## config.mk

```make
export PLATFORM = sky130hd
export DESIGN_NAME = tmnlc_div
export DESIGN_NICKNAME = d
export VERILOG_FILES = /design/src/rtl/tmnlc_pkg.sv /design/src/rtl/tmnlc_div.sv
export SDC_FILE = /design/constraint.sdc
export NUM_CORES = 1
export LEC_CHECK = 0
export CAP_MARGIN = 20
export CORE_ASPECT_RATIO = 1.2
export CORE_MARGIN = 1.5
export CORE_UTILIZATION = 45
export DETAILED_ROUTE_END_ITERATION = 12
export DONT_BUFFER_PORTS = 1
export GPL_TIMING_DRIVEN = 0
export PLACE_DENSITY = 0.72
export SLEW_MARGIN = 20
export SYNTH_ARGS = -nofsm -noshare
export SYNTH_HDL_FRONTEND = slang
export SYNTH_SLANG_ARGS = --single-unit
```

## constraint.sdc

```tcl
create_clock -name clk -period 4.8 [get_ports clk]
set_input_delay 0.72 -clock clk [delete_from_list [all_inputs] [get_ports clk]]
set_output_delay 0.72 -clock clk [all_outputs]
set_load 0.01 [all_outputs]
```

## src/rtl/tmnlc_pkg.sv

```systemverilog
// Package for the two-means noise level clustering core.
// Holds widths, limits and the sequencer state type; no dependencies.
`default_nettype none
package tmnlc_pkg;
	localparam int MaxScores = 1024;
	localparam int AddrW = 10;
	localparam int CntW = 11;
	localparam int ScoreW = 24;
	localparam int AccW = 34;
	localparam int MaxRounds = 30;
	localparam int RoundW = 5;
	localparam logic [7:0] RatioLimit = 8'd125;

	typedef enum logic [11:0] {
		ST_LOAD  = 12'b000000000001,
		ST_SORTR = 12'b000000000010,
		ST_SORTC = 12'b000000000100,
		ST_SEED0 = 12'b000000001000,
		ST_SEED1 = 12'b000000010000,
		ST_SEED2 = 12'b000000100000,
		ST_PASS  = 12'b000001000000,
		ST_DIVL  = 12'b000010000000,
		ST_DIVH  = 12'b000100000000,
		ST_UPD   = 12'b001000000000,
		ST_FIN   = 12'b010000000000,
		ST_OUT   = 12'b100000000000
	} state_t;

	typedef struct packed {
		logic start;
		logic [AccW-1:0] dividend;
		logic [CntW-1:0] divisor;
	} div_req_t;
endpackage
`default_nettype wire

```

## src/rtl/tmnlc_div.sv

```systemverilog
// Restoring divider, one quotient bit a cycle, 34-bit by 11-bit.
// Depends on tmnlc_pkg.
`default_nettype none
module tmnlc_div import tmnlc_pkg::*; (
	input wire logic clk,
	input wire logic arst_n,
	input wire div_req_t req,
	output logic busy,
	output logic [ScoreW-1:0] quot
);
	logic [AccW-1:0] q_q;
	logic [CntW-1:0] rem_q;
	logic [CntW-1:0] dvs_q;
	logic [5:0] cnt_q;
	logic [CntW:0] trial;
	logic [CntW:0] diff;

	always_comb begin
		trial = {rem_q, q_q[AccW-1]};
		diff = trial - {1'b0, dvs_q};
	end

	always_ff @(posedge clk or negedge arst_n) begin
		if (!arst_n) begin
			cnt_q <= '0;
		end else if (req.start) begin
			cnt_q <= 6'(AccW);
		end else if (cnt_q != '0) begin
			cnt_q <= cnt_q - 6'd1;
		end
	end

	always_ff @(posedge clk) begin
		if (req.start) begin
			q_q <= req.dividend;
			rem_q <= '0;
			dvs_q <= req.divisor;
		end else if (cnt_q != '0) begin
			// shift one dividend bit in, subtract when it fits
			if (trial >= {1'b0, dvs_q}) begin
				rem_q <= diff[CntW-1:0];
				q_q <= {q_q[AccW-2:0], 1'b1};
			end else begin
				rem_q <= trial[CntW-1:0];
				q_q <= {q_q[AccW-2:0], 1'b0};
			end
		end
	end

	assign busy = (cnt_q != '0);
	assign quot = q_q[ScoreW-1:0];
endmodule
`default_nettype wire

```

[Word-level counts from Yosys, hierarchy flattened]
Cells that the tools add are included.
W data, S select, Z words.
Word-level totals
  bits in registers: 62
  input bits: 48
  logic and storage cells: 15
  output and inout bits: 25
Cells by class
  magnitude comparators: 1
  multiplexer cells: 6
  reductions and logical operators: 2
  add/sub/neg operators: 2
Operators with widths (number)
  $mux W34: 2
  $ge A12 B11 Y1: 1
  $mux W6: 2
  $mux W11: 1
  $sub A11 B11 Y11: 1
  $reduce_bool A6 Y1: 1
  $sub A6 B1 Y6 const B: 1
  $reduce_bool A2 Y1: 1
  $mux W1: 1

[Logic depth before layout (Yosys ltp)]
  depth after elaboration: 4
  depth in mapped cells: 10
  gate-level depth less buffers: 9

[Worst setup path before layout]
No wires, ideal clock.
  kind: input port to flip-flop
  start: input port req[45] in the netlist's numbering
  end: register q_q[0], enable pin
  cell stages on the path: 3
  slack: 2.180 ns
  arrival: 2.223 ns
  library setup time: 0.396 ns
  required time: 4.404 ns
  buffers on the path: 2
  cell sequence: clkbuf_1 -> clkbuf_1 -> nand2b_1
On the way
  longest elaborated chain between the ends: 1
Ends and longest elaborated chain
  start: declaration: line tmnlc_div.sv:7  | input wire div_req_t req,
  $reduce_bool A2 Y1 (no line)
  end signal: assignment: line tmnlc_div.sv:35  | q_q <= req.dividend;
  end signal: assignment: line tmnlc_div.sv:42  | q_q <= {q_q[AccW-2:0], 1'b1};
  end signal: assignment: line tmnlc_div.sv:45  | q_q <= {q_q[AccW-2:0], 1'b0};
  end: declaration: line tmnlc_div.sv:11  | logic [AccW-1:0] q_q;
No other way between the ends.
A chain may end at the register's enable or synchronous reset.

[Worst setup path in the final report]
  start: register cnt_q[0]
  end: output port busy
On the way
  longest elaborated chain between the ends: 1
Ends and longest elaborated chain
  start: declaration: line tmnlc_div.sv:14  | logic [5:0] cnt_q;
  start signal: assignment: line tmnlc_div.sv:27  | cnt_q <= 6'(AccW);
  start signal: assignment: line tmnlc_div.sv:29  | cnt_q <= cnt_q - 6'd1;
  $reduce_bool A6 Y1: line tmnlc_div.sv:50  | assign busy = (cnt_q != '0);
  end: declaration: line tmnlc_div.sv:8  | output logic busy,
No other way between the ends.

==> metrics.yaml <==
synthArstFlopShare_pct: 9.677
post_cts_buffers: 0
r2r-start: "q_q[33]$_DFFE_PP_"
grt_pass1_wl_um: 10350
rr_endpoint: "rem_q[5]$_SDFFE_PP0P_"
io_pins: 73
avgSynthCellArea_um2: 11.90
area_delta_synth_final_pct: 10.00
maxSlewViolCount: 0
core_area_mm2: 0.007274
setup.worst_path.end: "busy"
worstSetupPathDepth: 6
finalNetCount: 357
root_buffer: "clkbuf_8"
synth_fa_ha_area_share_pct: 5.037
cp_num_buf_inv: 3
cp.required_ns: 4.08
fin_skew_ns: 0.01032
ys_ff_latch: 62
critPathCaptureType: "output pin"
drcViolationCount: 0
die_x_um: 82.10
grt_pass1_vias: 2145
grtUsageTotal_pct: 17.29
synth.yosys.seq_area_share_pct: 50.96
die_h_um: 97.92
drt-initial-drc-count: 143
power.leakage_uw: 0.001488
peakVddDrop_v: 0.0002343
clk_pin_slew_ns: 0.08
finalHoldViolCount: 0
critPathArrivalTime_ns: 2.37
critPathSlowestCell: "clkinv_1"
cts.sinks: 62
fin_setup_tns_ns: 0
synth_nets: 345
synth.area.top_cells: "edfxtp_1 (40%), mux2_2 (11%), dfxtp_1 (6.5%)"
drv_cap: 0
startpoint: "cnt_q[0]$_DFFE_PN0P_"
ant_nets: 0
tightest_slew_ns: 0.7160
ys_warn_count: 0
synthXorXnorAreaFrac_pct: 1.037
cts_tree: "built"
cts_buffer_depth: 2
final_util_pct: 51.08
ys.flop_type: "edfxtp_1"
startpoint_type: "flop"
post-route-period-util_pct: 64.40
synthCells: 284
dr.pass1.iters: 4
globalplace.congestion: 0.8340
via_per_inst: 5.527
drive_gt1_share_pct: 29.90
relSlewSlack_pct: 51.64
synth-simple-area-share_pct: 11.56
synth_compound_gate_area_share_pct: 10.81
holdBufCountCts: 0
cp_slowest_stage_delay_ns: 0.43
antenna_found_initial: 0
cp_max_fo: 10
numCtsBuffers: 9
grt_overflow: 0
start_util_pct: 46.44
power.density_mw_per_mm2: 367.2
status: "completed"
rows: 34
syn_area_mm2: 0.003378
htreeDepth: 3
hp-class: "in2async"
yosysTopAreaCell: "edfxtp_1"
rsz0062_at_grt: "false"
cp_cell_sequence: "inv_1 -> ha_1 -> nand2_1 -> nor3_1 -> clkinv_1 -> buf_1"
max_freq_ghz: 0.3235
portBuffers: 0
synth_top_family_by_area: "multiplexers"
routed-via-count: 2161
dieArea_mm2: 0.008038
worstSkewPairLatency_ns: 0.34
synth.area.mux_share_pct: 11.93
path_delay_family: "buffers and inverters"
timing.reg2reg.setup_slack_ns: 2.09
reg2regPathDepth: 9
synth_edf_count: 45
finalWirelength_um: 6299
ys_types: 54
post_cts_resized: 0
route.detailed.wl_per_inst_um: 16.11
setup_viol: 0
hpwl_um: 4555
path_class: "reg2out"
yosysTopAreaCellShare_pct: 40.00
antenna-diode-count: 0
grt_max_degree: 19
min_period_ns: 3.091
routing by layer:
metal	up-vias	global-route usage, %	part of all wire (%)
met5	-	0	0
met4	0	7.301	2.0
met3	12	8.224	8.3
met2	66	25.85	48
met1	1033	21.16	42
li1	1050	-	-
layout make-up:
class                   instances  area [µm²]
clock inverters                 7       71.32
flip-flops and latches         62        1722
clock buffers                   9       123.9
inverters                      16       60.06
well taps                      90       112.6
plain buffers                  35       232.7
multi-input cells             171        1366
repair buffers                  1       27.53
fillers                       629        3558
worst min-delay path by stage:
stage / from / end / slack [ns] / cells after the start
global placement: arst_n / cnt_q[4]$_DFFE_PN0P_ / 0.42 / 0
detailed placement: arst_n / cnt_q[4]$_DFFE_PN0P_ / 0.42 / 0
finish: arst_n / cnt_q[2]$_DFFE_PN0P_ / 0.06 / 0
CTS: arst_n / cnt_q[2]$_DFFE_PN0P_ / 0.05 / 0
global route: arst_n / cnt_q[2]$_DFFE_PN0P_ / 0.03 / 0
floorplan: arst_n / cnt_q[0]$_DFFE_PN0P_ / 0.42 / 0
state kept, by name (all words and copies together), names as in the netlist:
register  flops
q_q          34
dvs_q        11
rem_q        11
cnt_q         6
layout by cell type, fill, tap and decap left out, types with 2 or more instances in the layout:
cell type   instances
a211o_1             2
a211oi_1            8
a21o_1              2
a21oi_1             9
a311oi_1            2
a311oi_2            4
buf_1               2
buf_4              25
clkbuf_1            7
clkbuf_8            9
clkinv_1            2
clkinvlp_4          2
dfrtp_1             6
dfxtp_1            11
edfxtp_1           45
ha_1               12
inv_1              15
inv_6               2
mux2_2             33
mux2i_1             2
nand2_1            18
nand2b_1            5
nand3_1             5
nand3b_1            4
nand4_1             2
nor2_1             18
nor3_1              5
o21a_1              2
o21ai_0             3
o21bai_1            2
or3_1               4
xnor2_1             4
cell usage after synthesis (6+ instances only):
master,instances
edfxtp_1,45
a211oi_1,8
clkbuf_1,7
inv_1,15
dfxtp_1,11
a21oi_1,9
nor2_1,18
ha_1,12
nand2b_1,6
dfrtp_1,6
nand2_1,18
buf_4,25
mux2_2,33
worst reg2reg max path: cells and delay by family, from the launching register on:
family | cells | cell delay [ns]
AO/OA/AOI/OAI | 5 | 1.44
adder cells (fa/ha/maj) | 2 | 0.59
buffers and inverters | 1 | 0.05
flip-flops | 1 | 0.35
AND/OR/NAND/NOR | 1 | 0.19
cell families (layout without fill, tap and decap cells):
kind of cell	count (synthesis)	after routing
AO/OA/AOI/OAI	45	45
flip-flops	62	62
buffers and inverters	51	68
XOR/XNOR	4	4
AND/OR/NAND/NOR	73	73
multiplexers	36	36
adder cells (fa/ha/maj)	13	13
power by group:
group	switching, µW	internal (µW)
Sequential	30.3	639
Combinational	117	121
Clock	217	240
Total	365	1000
through the flow:
stage          cell area [µm²]  power, µW  hold WS (ns)  cells  setup slack [ns]
5_1_grt                   3716       1436       0.03409    391             1.523
3_3_place_gp              3491      911.1        0.4248    374             1.569
2_1_floorplan             3378      874.7        0.4244    284             2.180
4_1_cts                   3716       1380       0.04858    391             1.703
3_5_place_dp              3521      919.5        0.4248    375             2.090
6_report                  3716       1364       0.06117    391             1.709
(Power assumes the default switching activity.)
